$ cat config.mk
export PLATFORM = sky130hd
export DESIGN_NAME = quadratic_probe_hash_set
export DESIGN_NICKNAME = d
export VERILOG_FILES = /design/src/hw/rtl/qphs_pkg.sv /design/src/hw/rtl/quadratic_probe_hash_set.sv /design/src/hw/rtl/qphs_ctrl.sv /design/src/hw/rtl/qphs_datapath.sv
export SDC_FILE = /design/constraint.sdc
export NUM_CORES = 1
export LEC_CHECK = 0
export BUFFER_PORTS_ARGS = -buffer_cell sky130_fd_sc_hd__buf_2
export CAP_MARGIN = 20
export CORE_MARGIN = 2
export CORE_UTILIZATION = 40
export DETAILED_ROUTE_END_ITERATION = 7
export MAX_ROUTING_LAYER = met4
export PLACE_DENSITY = 0.53
export SYNTH_ARGS = -nofsm -noshare
export SYNTH_HDL_FRONTEND = slang
export SYNTH_SLANG_ARGS = --single-unit
$ cat constraint.sdc
create_clock -name clk -period 18.3 [get_ports clk]
set_clock_uncertainty 0.1 [all_clocks]
set_input_delay 0 -clock clk [delete_from_list [all_inputs] [get_ports clk]]
set_output_delay 0 -clock clk [all_outputs]
set_load 0.01 [all_outputs]
$ cat src/hw/rtl/qphs_pkg.sv
// ----------------------------------------------------------------------------
// qphs_pkg
// Shared types and codes for the quadratic probing hash set: request and
// reply codes, slot states and the controller/datapath interface structs.
// ----------------------------------------------------------------------------
`default_nettype none

package qphs_pkg;

    localparam int ACT_W     = 2;
    localparam int KEY_W     = 31;
    localparam int STAT_W    = 3;
    localparam int OUT_IDX_W = 4;
    localparam int MOD_CNT_W = 2;

    localparam logic [MOD_CNT_W-1:0] MOD_LAST = 2'd2;

    localparam logic [ACT_W-1:0] ACT_INSERT = 2'd0;
    localparam logic [ACT_W-1:0] ACT_REMOVE = 2'd1;
    localparam logic [ACT_W-1:0] ACT_SEARCH = 2'd2;

    localparam logic [STAT_W-1:0] ST_INSERTED  = 3'd0;
    localparam logic [STAT_W-1:0] ST_PRESENT   = 3'd1;
    localparam logic [STAT_W-1:0] ST_FULL      = 3'd2;
    localparam logic [STAT_W-1:0] ST_REMOVED   = 3'd3;
    localparam logic [STAT_W-1:0] ST_NOT_FOUND = 3'd4;
    localparam logic [STAT_W-1:0] ST_FOUND     = 3'd5;

    localparam logic [1:0] SLOT_FREE     = 2'd0;
    localparam logic [1:0] SLOT_OCCUPIED = 2'd1;
    localparam logic [1:0] SLOT_REMOVED  = 2'd2;

    typedef logic [1:0] slot_sel_t;
    localparam slot_sel_t SEL_ZERO  = 2'd0;
    localparam slot_sel_t SEL_PROBE = 2'd1;
    localparam slot_sel_t SEL_TOMB  = 2'd2;

    typedef struct packed {
        logic              clear_step;
        logic              load;
        logic              mod_step;
        logic              probe_init;
        logic              probe_next;
        logic              note_tomb;
        logic              mem_rd;
        logic              mem_wr;
        logic [1:0]        wr_state;
        slot_sel_t         sel;
        logic              res_load;
        logic [STAT_W-1:0] res_status;
    } qphs_cmd_t;

    typedef struct packed {
        logic             clear_done;
        logic             mod_done;
        logic             last_probe;
        logic [ACT_W-1:0] action;
        logic             slot_free;
        logic             slot_match;
        logic             slot_tomb;
        logic             have_tomb;
        logic             res_busy;
    } qphs_stat_t;

endpackage

`default_nettype wire

$ cat src/hw/rtl/quadratic_probe_hash_set.sv
// ----------------------------------------------------------------------------
// quadratic_probe_hash_set
// Open addressing set of 31-bit keys with quadratic probing: insert, remove
// and search, one reply beat per request beat.
// ----------------------------------------------------------------------------
//  channel   dir  beat contents (lowest bit up)
//  s_*       in   action[1:0], key[32:2], zero pad to 40 bits
//  m_*       out  status[2:0], slot_index[6:3], zero pad to 8 bits
//
//  a request finds the home slot remainder (reciprocal multiply, subtract,
//  correct) and then probes the table, each probe a slot memory read and then
//  a check, at most TABLE_SLOTS probes; the unused action code replies
//  without probing
//  after reset a clear pass marks every slot free with s_tready low
//  a reply waits in the output register while the next request is taken;
//  a request reaching its reply holds until that register is free
// ----------------------------------------------------------------------------
`default_nettype none

module quadratic_probe_hash_set
    import qphs_pkg::*;
#(
    parameter int TABLE_SLOTS = 16
)
(
    input  wire logic        clk,
    input  wire logic        rst_n,
    input  wire logic        s_tvalid,
    output logic             s_tready,
    input  wire logic [39:0] s_tdata,   // action[1:0], key[32:2]
    output logic             m_tvalid,
    input  wire logic        m_tready,
    output logic [7:0]       m_tdata    // status[2:0], slot_index[6:3]
);

    qphs_cmd_t            cmd;
    qphs_stat_t           stat;
    logic                 in_ready;
    logic [STAT_W-1:0]    res_status;
    logic [OUT_IDX_W-1:0] res_slot;

    assign s_tready = in_ready;

    qphs_ctrl u_ctrl (
        .clk      (clk),
        .rst_n    (rst_n),
        .in_valid (s_tvalid),
        .stat     (stat),
        .cmd      (cmd),
        .in_ready (in_ready)
    );

    qphs_datapath #(
        .TABLE_SLOTS (TABLE_SLOTS)
    ) u_datapath (
        .clk        (clk),
        .rst_n      (rst_n),
        .cmd        (cmd),
        .stat       (stat),
        .in_action  (s_tdata[ACT_W-1:0]),
        .in_key     (s_tdata[ACT_W +: KEY_W]),
        .res_valid  (m_tvalid),
        .res_ready  (m_tready),
        .res_status (res_status),
        .res_slot   (res_slot)
    );

    assign m_tdata = {1'b0, res_slot, res_status};

endmodule

`default_nettype wire

$ cat src/hw/rtl/qphs_ctrl.sv
// ----------------------------------------------------------------------------
// qphs_ctrl
// Request sequencer: clear pass, home slot remainder, probe read and check,
// insert/remove write-back and reply hand-off.
// ----------------------------------------------------------------------------
`default_nettype none

module qphs_ctrl
    import qphs_pkg::*;
(
    input  wire logic       clk,
    input  wire logic       rst_n,
    input  wire logic       in_valid,
    input  wire qphs_stat_t stat,
    output qphs_cmd_t       cmd,
    output logic            in_ready
);

    localparam logic [2:0] S_CLEAR = 3'd0;
    localparam logic [2:0] S_IDLE  = 3'd1;
    localparam logic [2:0] S_MOD   = 3'd2;
    localparam logic [2:0] S_READ  = 3'd3;
    localparam logic [2:0] S_CHECK = 3'd4;
    localparam logic [2:0] S_REPLY = 3'd5;

    logic [2:0] state_reg;
    logic [2:0] state_next;
    logic       is_insert;
    logic       is_remove;
    logic       act_ok;

    assign is_insert = (stat.action == ACT_INSERT);
    assign is_remove = (stat.action == ACT_REMOVE);
    assign act_ok    = is_insert || is_remove || (stat.action == ACT_SEARCH);
    assign in_ready  = (state_reg == S_IDLE);

    always_ff @(posedge clk or negedge rst_n)
    begin
        if (!rst_n)
        begin
            state_reg <= S_CLEAR;
        end
        else
        begin
            state_reg <= state_next;
        end
    end

    always_comb
    begin
        cmd        = '0;
        state_next = state_reg;
        unique case (state_reg)
            S_CLEAR:
            begin
                cmd.clear_step = 1'b1;
                if (stat.clear_done)
                begin
                    state_next = S_IDLE;
                end
            end
            S_IDLE:
            begin
                if (in_valid)
                begin
                    cmd.load   = 1'b1;
                    state_next = S_MOD;
                end
            end
            S_MOD:
            begin
                cmd.mod_step = 1'b1;
                if (stat.mod_done)
                begin
                    cmd.probe_init = 1'b1;
                    state_next     = act_ok ? S_READ : S_REPLY;
                end
            end
            S_READ:
            begin
                cmd.mem_rd = 1'b1;
                state_next = S_CHECK;
            end
            S_CHECK:
            begin
                if (!stat.res_busy)
                begin
                    priority if (stat.slot_match)
                    begin
                        cmd.res_load = 1'b1;
                        cmd.sel      = SEL_PROBE;
                        if (is_insert)
                        begin
                            cmd.res_status = ST_PRESENT;
                        end
                        else if (is_remove)
                        begin
                            cmd.res_status = ST_REMOVED;
                            cmd.mem_wr     = 1'b1;
                            cmd.wr_state   = SLOT_REMOVED;
                        end
                        else
                        begin
                            cmd.res_status = ST_FOUND;
                        end
                        state_next = S_IDLE;
                    end
                    else if (stat.slot_free)
                    begin
                        cmd.res_load = 1'b1;
                        if (is_insert)
                        begin
                            cmd.sel        = SEL_TOMB;
                            cmd.res_status = ST_INSERTED;
                            cmd.mem_wr     = 1'b1;
                            cmd.wr_state   = SLOT_OCCUPIED;
                        end
                        else
                        begin
                            cmd.sel        = SEL_ZERO;
                            cmd.res_status = ST_NOT_FOUND;
                        end
                        state_next = S_IDLE;
                    end
                    else if (stat.last_probe)
                    begin
                        cmd.res_load = 1'b1;
                        if (is_insert && (stat.have_tomb || stat.slot_tomb))
                        begin
                            cmd.sel        = SEL_TOMB;
                            cmd.res_status = ST_INSERTED;
                            cmd.mem_wr     = 1'b1;
                            cmd.wr_state   = SLOT_OCCUPIED;
                        end
                        else
                        begin
                            cmd.sel        = SEL_ZERO;
                            cmd.res_status = is_insert ? ST_FULL : ST_NOT_FOUND;
                        end
                        state_next = S_IDLE;
                    end
                    else
                    begin
                        cmd.note_tomb  = stat.slot_tomb;
                        cmd.probe_next = 1'b1;
                        state_next     = S_READ;
                    end
                end
            end
            S_REPLY:
            begin
                if (!stat.res_busy)
                begin
                    cmd.res_load   = 1'b1;
                    cmd.sel        = SEL_ZERO;
                    cmd.res_status = ST_NOT_FOUND;
                    state_next     = S_IDLE;
                end
            end
            default:
            begin
                state_next = S_CLEAR;
            end
        endcase
    end

endmodule

`default_nettype wire

$ cat src/hw/rtl/qphs_datapath.sv
// ----------------------------------------------------------------------------
// qphs_datapath
// Slot memory, home slot remainder by reciprocal multiply, incremental
// quadratic probe address, tombstone tracking and the reply register.
// ----------------------------------------------------------------------------
`default_nettype none

module qphs_datapath
    import qphs_pkg::*;
#(
    parameter int TABLE_SLOTS = 16
)
(
    input  wire logic                 clk,
    input  wire logic                 rst_n,
    input  wire qphs_cmd_t            cmd,
    output qphs_stat_t                stat,
    input  wire logic [ACT_W-1:0]     in_action,
    input  wire logic [KEY_W-1:0]     in_key,
    output logic                      res_valid,
    input  wire logic                 res_ready,
    output logic [STAT_W-1:0]         res_status,
    output logic [OUT_IDX_W-1:0]      res_slot
);

    localparam int IDX_W = $clog2(TABLE_SLOTS);
    localparam logic [IDX_W:0]   SLOTS_X  = (IDX_W + 1)'(TABLE_SLOTS);
    localparam logic [IDX_W-1:0] LAST_IDX = IDX_W'(TABLE_SLOTS - 1);
    localparam logic [IDX_W-1:0] ODD_INIT = IDX_W'(1 % TABLE_SLOTS);
    localparam logic [IDX_W-1:0] TWO_MOD  = IDX_W'(2 % TABLE_SLOTS);
    localparam logic [KEY_W-1:0] RECIP    = KEY_W'((64'd1 << KEY_W) / TABLE_SLOTS);

    function automatic logic [IDX_W-1:0] mod_add(input logic [IDX_W-1:0] a,
                                                 input logic [IDX_W-1:0] b);
        logic [IDX_W:0] s;
        s = {1'b0, a} + {1'b0, b};
        if (s >= SLOTS_X)
        begin
            s = s - SLOTS_X;
        end
        return s[IDX_W-1:0];
    endfunction

    logic [KEY_W+1:0]     mem [TABLE_SLOTS];
    logic [KEY_W+1:0]     rd_data_reg;

    logic [ACT_W-1:0]     action_reg;
    logic [KEY_W-1:0]     key_reg;
    logic [2*KEY_W-1:0]   prod_reg;
    logic [IDX_W:0]       rem_est_reg;
    logic [IDX_W-1:0]     rem_reg;
    logic [MOD_CNT_W-1:0] mod_cnt_reg;
    logic [IDX_W-1:0]     clr_cnt_reg;
    logic [IDX_W-1:0]     sq_reg;
    logic [IDX_W-1:0]     odd_reg;
    logic [IDX_W-1:0]     step_reg;
    logic                 have_tomb_reg;
    logic [IDX_W-1:0]     tomb_reg;
    logic                 res_valid_reg;
    logic [STAT_W-1:0]    res_status_reg;
    logic [OUT_IDX_W-1:0] res_slot_reg;

    logic [2*KEY_W-1:0]   prod_next;
    logic [2*IDX_W+1:0]   qn_lo;
    logic [IDX_W:0]       rem_est_next;
    logic [IDX_W:0]       rem_fix;
    logic [IDX_W-1:0]     probe_idx;
    logic [IDX_W-1:0]     tomb_idx;
    logic [IDX_W-1:0]     sel_idx;
    logic [IDX_W+3:0]     sel_wide;
    logic [1:0]           rd_state;
    logic                 mem_we;
    logic [IDX_W-1:0]     mem_waddr;
    logic [KEY_W+1:0]     mem_wdata;

    // quotient estimate is low by at most one, so one subtract corrects it
    assign prod_next    = (2*KEY_W)'(key_reg) * (2*KEY_W)'(RECIP);
    assign qn_lo        = (2*IDX_W+2)'(prod_reg[KEY_W +: IDX_W+1]) * (2*IDX_W+2)'(SLOTS_X);
    assign rem_est_next = key_reg[IDX_W:0] - qn_lo[IDX_W:0];
    assign rem_fix      = (rem_est_reg >= SLOTS_X) ? (rem_est_reg - SLOTS_X) : rem_est_reg;

    assign probe_idx = mod_add(rem_reg, sq_reg);
    assign tomb_idx  = have_tomb_reg ? tomb_reg : probe_idx;

    always_comb
    begin
        unique case (cmd.sel)
            SEL_PROBE: sel_idx = probe_idx;
            SEL_TOMB:  sel_idx = tomb_idx;
            default:   sel_idx = '0;
        endcase
    end

    assign sel_wide = {4'b0000, sel_idx};

    assign mem_we    = cmd.clear_step || cmd.mem_wr;
    assign mem_waddr = cmd.clear_step ? clr_cnt_reg : sel_idx;
    assign mem_wdata = cmd.clear_step ? {SLOT_FREE, {KEY_W{1'b0}}} : {cmd.wr_state, key_reg};

    always_ff @(posedge clk)
    begin
        if (mem_we)
        begin
            mem[mem_waddr] <= mem_wdata;
        end
    end

    always_ff @(posedge clk)
    begin
        if (cmd.mem_rd)
        begin
            rd_data_reg <= mem[probe_idx];
        end
    end

    assign rd_state = rd_data_reg[KEY_W +: 2];

    // control state
    always_ff @(posedge clk or negedge rst_n)
    begin
        if (!rst_n)
        begin
            clr_cnt_reg   <= '0;
            mod_cnt_reg   <= '0;
            step_reg      <= '0;
            have_tomb_reg <= 1'b0;
            res_valid_reg <= 1'b0;
        end
        else
        begin
            if (cmd.clear_step)
            begin
                clr_cnt_reg <= clr_cnt_reg + 1'b1;
            end
            if (cmd.load)
            begin
                mod_cnt_reg <= '0;
            end
            else if (cmd.mod_step)
            begin
                mod_cnt_reg <= mod_cnt_reg + 1'b1;
            end
            if (cmd.probe_init)
            begin
                step_reg      <= '0;
                have_tomb_reg <= 1'b0;
            end
            else
            begin
                if (cmd.probe_next)
                begin
                    step_reg <= step_reg + 1'b1;
                end
                if (cmd.note_tomb)
                begin
                    have_tomb_reg <= 1'b1;
                end
            end
            if (cmd.res_load)
            begin
                res_valid_reg <= 1'b1;
            end
            else if (res_ready)
            begin
                res_valid_reg <= 1'b0;
            end
        end
    end

    // payload
    always_ff @(posedge clk)
    begin
        if (cmd.load)
        begin
            action_reg <= in_action;
            key_reg    <= in_key;
        end
        // multiply, subtract, correct: one stage per cycle
        if (cmd.mod_step)
        begin
            prod_reg    <= prod_next;
            rem_est_reg <= rem_est_next;
            rem_reg     <= rem_fix[IDX_W-1:0];
        end
        if (cmd.probe_init)
        begin
            sq_reg  <= '0;
            odd_reg <= ODD_INIT;
        end
        else if (cmd.probe_next)
        begin
            sq_reg  <= mod_add(sq_reg, odd_reg);
            odd_reg <= mod_add(odd_reg, TWO_MOD);
        end
        if (cmd.note_tomb && !have_tomb_reg)
        begin
            tomb_reg <= probe_idx;
        end
        if (cmd.res_load)
        begin
            res_status_reg <= cmd.res_status;
            res_slot_reg   <= sel_wide[OUT_IDX_W-1:0];
        end
    end

    assign stat.clear_done = (clr_cnt_reg == LAST_IDX);
    assign stat.mod_done   = (mod_cnt_reg == MOD_LAST);
    assign stat.last_probe = (step_reg == LAST_IDX);
    assign stat.action     = action_reg;
    assign stat.slot_free  = (rd_state == SLOT_FREE);
    assign stat.slot_match = (rd_state == SLOT_OCCUPIED) && (rd_data_reg[KEY_W-1:0] == key_reg);
    assign stat.slot_tomb  = (rd_state != SLOT_FREE) && (rd_state != SLOT_OCCUPIED);
    assign stat.have_tomb  = have_tomb_reg;
    assign stat.res_busy   = res_valid_reg && !res_ready;

    assign res_valid  = res_valid_reg;
    assign res_status = res_status_reg;
    assign res_slot   = res_slot_reg;

endmodule

`default_nettype wire
**Word-level counts from Yosys, hierarchy flattened**

Memories as Yosys holds them, arrays and structs flattened. A register that Yosys moved wholly into a read port is not among the register bits.
Cells that the tools add are included.

- Flip-flop bits (word level): 81
- RAM bits: 528
- Input bits: 44
- Output and inout bits: 10
- Word-level logic and storage cells: 129
- Memories: 1

- Add/sub/neg operators: 11
- Magnitude comparators: 4
- Equal/unequal tests: 20
- Mux-type cells: 57
- Reductions and logical operators: 20

Memories:

| memory | words | bits a word | rd ports | clocked after memory_dff | write ports | line | RTL |
|---|---|---|---|---|---|---|---|
| u_datapath.mem | 16 | 33 | 1 | 1 | 1 | qphs_datapath.sv:44 | `logic [KEY_W+1:0] mem [TABLE_SLOTS];` |

Operator list:

| kind | count |
|---|---|
| $mux 3 | 18 |
| $mux 4 | 9 |
| $mux 9 | 4 |
| $mux 33 | 1 |
| $eq 31x31->1 | 1 |
| $mux 2 | 11 |
| $ge 5x5->1 const B | 4 |
| $pmux 3 s6 | 1 |
| $sub 4x1->4 const B | 4 |
| $pmux 6 s2 | 1 |
| $mux 1 | 11 |
| $add 4x4->5 | 2 |
| $ne 2x2->1 const B | 5 |
| $reduce_bool 2->1 | 5 |
| $add 4x1->4 const B | 2 |
| $eq 4x4->1 const B | 2 |
| $pmux 4 s2 | 1 |
| $eq 2x1->1 const B | 3 |
| $eq 2x2->1 const B | 3 |
| $eq 3x2->1 const B | 2 |
| $eq 3x3->1 const B | 2 |
| $add 4x2->5 const B | 1 |
| $logic_and 1x1->1 | 5 |
| $reduce_and 5->1 | 1 |
| 8 further kinds | 13 |

**Logic depth before layout (Yosys ltp)**

- Word-level depth: 13
- Mapped depth: 12
- Gate-level depth less buffers: 12

**Modules after synthesis**

From an unflattened synthesis, not the netlist that was laid out.

- Cell total of the unflattened synthesis: 1264
- Area total of the unflattened synthesis: 24980.2 sq um

By module, submodules not included:

| module | times used | cells each | area each (sq um) | sequential area each (sq um) |
|---|---|---|---|---|
| qphs_datapath | 1 | 1202 | 24558.6 | 18848.1 |
| qphs_ctrl | 1 | 60 | 410.4 | 75.1 |
| quadratic_probe_hash_set | 1 | 2 | 11.3 | 0.0 |

**Least setup slack after synthesis**

Ideal clock, no wire load.

- Kind: flip-flop to flip-flop
- Start point: register u_ctrl.state_reg[1]
- End point: memory u_datapath.mem[13][0] (netlist name) (enable)
- Setup time: 0.506 ns
- Arrival time: 5.677 ns
- Required time: 17.694 ns
- Slack: 12.017 ns
- Stages on the path, launching flop included: 10
- Buffers on the path: 0
- Period minus slack after synthesis: 6.283 ns
- Path through: dfrtp_1 nand2b_4 nand2b_4 or3_4 a2111oi_4 ha_1 nor2b_1 o21ai_0 a31o_2 nor4_1

- Longest elaborated chain between the ends: 5
- Elaborated cells on any way between the ends: 13
- Classes of those cells: 4 x eq/ne; 7 x mux; 2 x reduce/logical

Ends and longest elaborated chain:

| element | line | RTL |
|---|---|---|
| start: declaration | qphs_ctrl.sv:26 | `logic [2:0] state_reg;` |
| start signal: assignment | qphs_ctrl.sv:45 | `state_reg <= state_next;` |
| $eq 3x3->1 or $logic_not 3->1 (tied branches) | qphs_ctrl.sv:53 | `unique case (state_reg)` |
| $pmux 6 s2, or another cell as far along | qphs_ctrl.sv:53 |  |
| $eq 2x2->1, or another cell as far along | qphs_datapath.sv:87 | `unique case (cmd.sel)` |
| $pmux 4 s2 or $mux 1 (tied branches) | qphs_datapath.sv:87, qphs_datapath.sv:102 |  |
| $mux 4 or $mux 1 (tied branches) | qphs_datapath.sv:97, qphs_datapath.sv:104 |  |
| end: declaration | qphs_datapath.sv:44 |  |

Parallel ways exist; a longest one is shown, timed or not.

**Worst setup path after layout**

- Start point: register u_datapath.key_reg[2]
- End point: memory u_datapath.mem[5][29] (netlist name) (enable)

- Longest elaborated chain between the ends: 8
- Elaborated cells on any way between the ends: 13
- Classes of those cells: 3 x eq/ne; 8 x mux; 2 x reduce/logical

Ends and longest elaborated chain:

| element | line | RTL |
|---|---|---|
| start: declaration | qphs_datapath.sv:48 | `logic [KEY_W-1:0] key_reg;` |
| start signal: assignment | qphs_datapath.sv:176 | `key_reg <= in_key;` |
| $eq 31x31->1 * | qphs_datapath.sv:211 | `assign stat.slot_match = (rd_state == SLOT_OCCUPIED) && (rd_data_reg[KEY_W-1:0] == key_reg);` |
| $logic_and 1x1->1 * | qphs_datapath.sv:211 |  |
| $mux 9 * | qphs_ctrl.sv:88 | `priority if (stat.slot_match)` |
| $mux 9 * | qphs_ctrl.sv:86 | `if (!stat.res_busy)` |
| $pmux 6 s2 or $mux 3 (tied branches) | qphs_ctrl.sv:53 |  |
| $eq 2x2->1, or another cell as far along | qphs_datapath.sv:87 |  |
| $pmux 4 s2 or $mux 1 (tied branches) | qphs_datapath.sv:87, qphs_datapath.sv:102 |  |
| $mux 4 or $mux 1 (tied branches) | qphs_datapath.sv:97, qphs_datapath.sv:104 |  |

Mark *: on every way between the ends. The rest lies on a longest branch, timed or not.

==> out/qor.csv <==
metric,value,unit
Cell variety after synth,49,
initial antenna violation count,0,
Pwr per Cell Area,181,nW/µm²
Vias,11900,
iteration-0 DRC count of the detailed router,1080,
dominant synthesized flop cell,edfxtp_1,
DRC Markers,0,
worst skew pair latency,600,ps
# resized after CTS,0,
Leak,0.00940,µW
CP Cell Sequence,xnor2_1 > nand4_1 > nor4_4 > and2_1 > nand2_1 > ha_1 > nor2b_1 > o21ai_0 > a31oi_1 > nor4_2 > buf_4,
Relative slew margins,28.8,%
clk slew on worst S/H paths,60,ps
global-route wire length before repair,82.6,mm
share of power burned in registers,40.4,%
CP peak stage delay,770,ps
crit path kind,reg2reg,
WL/cell,25.4,µm
overall track demand over capacity in global routing,18.7,%
Die W,253,µm
CTS root buf,clkbuf_16,
CTS max path bufs,3,
worst slew pin tran,1060,ps
largest net degree at the start of global routing,56,
peak supply drop,117,µV
ys async rst share,2.36,%
Max-cap violations,0,
IO Pins,54,
Max Slew Vio Count,0,
register bit count reported by yosys,635,
hpwl dp,28.2,mm
vias per std cell,5.29,
Crit Path Max Fanout,30,
Final Net Count,1414,
switch share,32.3,%
H-tree Lvls,3,
Placer Congestion,0.733,
number of flops mapped to enable cells by yosys,613,
CP endpoint kind,flip-flop,
cts hold-fix bufs,52,
Peak Freq,0.185,GHz
WP data required,18410,ps
Hold WC Path Type,in2reg,
CP startpoint kind,flip-flop,
# diodes,0,
Routed Antenna Nets,0,
total core area,61600,µm²
# rows,91,
"commonest cells after routing, fill and taps aside","edfxtp_1, mux4_2, clkbuf_16, dlygate4sd3_1, a21oi_1",
layout cells sized above 1,24.5,%
yosys warns,0,
port bufs,45,
"Slowest-stage cell, CP",nor4_2,
Initial Util,40.4,%
Final Instance Area,29000,µm²
"commonest non-fill, non-tap cell in the layout",edfxtp_1,
part of the cycle the worst path needs,29.5,%
mapped cell area,24900,µm²
CTS tree,built,
die area,64200,µm²
"Arr. time, crit path",5500,ps
First-pass DRT Iterations,4,
TNS Setup,0,ps
Die Ht,253,µm
postcts setup bufs,0,
Final setup viols,0,
Final Hold Viols,0,
min Tclk post-route,5390,ps
syn_nets,1269,
WL final,57.0,mm
switching power,1700,µW
fillers,5142,
max FFs per register,528,
RSZ-0062 raised after global routing,false,
Avg Synthesized Cell Area,20.5,µm²
Gate Count Post-Synth,1212,
sequential element share of the synthesized area,76.1,%
Overflow after GRT,0,
Int Pwr,3560,µW
clock network fraction of total power,25.9,%
placed standard-cell area,26300,µm²
Num CTS Buffers,69,
synth-to-layout area growth,16.6,%
vias in the first global route,12300,
result of the run,"complete, no violations",
combinational share of power,33.7,%
CTS sink cnt,635,
[area by class of cell]
type                       count  area (µm²)  area share [%]
sequential                   635       18900            65.2
clock inverter                35         374            1.29
clock buffer                  86        1810            6.25
tap                          837        1050            3.61
multi-input combinational    504        5780            19.9
timing repair buffer         134        1020            3.53
inverter                      13        48.8           0.168
[path summary, 6_finish.rpt]
path	from	endpoint	slack, ps	depth (start not counted)
setup / recovery	u_datapath.key_reg[2]	u_datapath.mem[5][29]	12910	11
hold / removal	s_tdata[3]	u_datapath.key_reg[1]	30	2
setup reg to reg	u_datapath.key_reg[2]	u_datapath.mem[5][29]	12910	11
hold reg to reg	u_datapath.rem_est_reg[0]	u_datapath.rem_reg[0]	320	0
max in group asynchronous	rst_n	u_ctrl.state_reg[1]	17160	3
min in group asynchronous	rst_n	u_datapath.res_valid	460	3
[power by group through the flow]
stage	Sequential, µW	Combinational, µW	Clock (µW)
final	2130	1770	1360
after global routing	2150	1940	1450
after CTS	2130	1820	1390
after detailed placement	2160	1800	0
after global placement	2150	1780	0
after floorplan	2130	1270	0
[cell families after synthesis]
group	Yosys count	synth area share [%]
AOI/OAI and AO/OA	107	2.84
xor gates and xnor gates	43	1.51
adders and majority gates	13	0.714
buffers and inverters	73	1.27
DFF	635	76.1
muxes	176	13.8
other	1	0.0151
and+or+nand+nor	164	3.82
[routing by layer]
| layer | GRT usage (%) | wire (µm) | up-vias |
|---|---|---|---|
| li1 | - | - | 5245 |
| met1 | 26.1 | 26400 | 6313 |
| met2 | 29.2 | 27200 | 237 |
| met3 | 3.02 | 2380 | 74 |
| met4 | 4.26 | 1000 | 0 |
| met5 | - | 0 | - |
[cells in the mapped netlist, types with 2 or more instances]
cell type,number,share of area (%)
buf_2,19,0.38
and2_1,35,0.88
nor3_1,19,0.38
nor2_1,15,0.23
nand2b_4,2,0.11
ha_1,11,0.55
edfxtp_1,613,74
or2b_1,2,0.060
a211oi_1,34,1.0
mux2_2,2,0.091
nand3_1,12,0.24
nor2b_1,36,0.91
clkbuf_1,32,0.48
o22ai_1,2,0.050
nor4_1,2,0.050
mux4_2,132,12
dfxtp_1,7,0.56
o21ai_0,6,0.12
buf_1,5,0.075
dfrtp_1,15,1.5
xnor2_1,42,1.5
a31o_2,2,0.070
nor4_4,2,0.17
inv_1,13,0.20
nand4_1,10,0.25
buf_4,3,0.091
fa_1,2,0.16
a22o_1,2,0.070
a31oi_1,2,0.050
a21oi_1,49,0.99
a21o_1,3,0.091
nand2_1,21,0.32
mux2i_1,41,1.6
or3_1,4,0.10
[metrics by stage]
stage	setup slack [ps]	power (µW)	hold WS [ps]	instances	util (%)
floorplan	12020	3400	-396	1212	-
global placement	12880	3920	-168	2071	42.7
detailed placement	12840	3960	-163	2071	42.7
CTS	12830	5340	1.12	2244	47.1
global route	12550	5530	10.4	2244	47.1
finish	12910	5260	31.9	2244	47.1
[critical path, delay by kind of cell (launching register included)]
kind            cells  cell delay, ps
simple gates        6            2350
fa+ha+maj           1             270
flops               1             490
xor+xnor            1             370
buf+inv             1             690
compound gates      2             690
(Power assumes the default switching activity.)
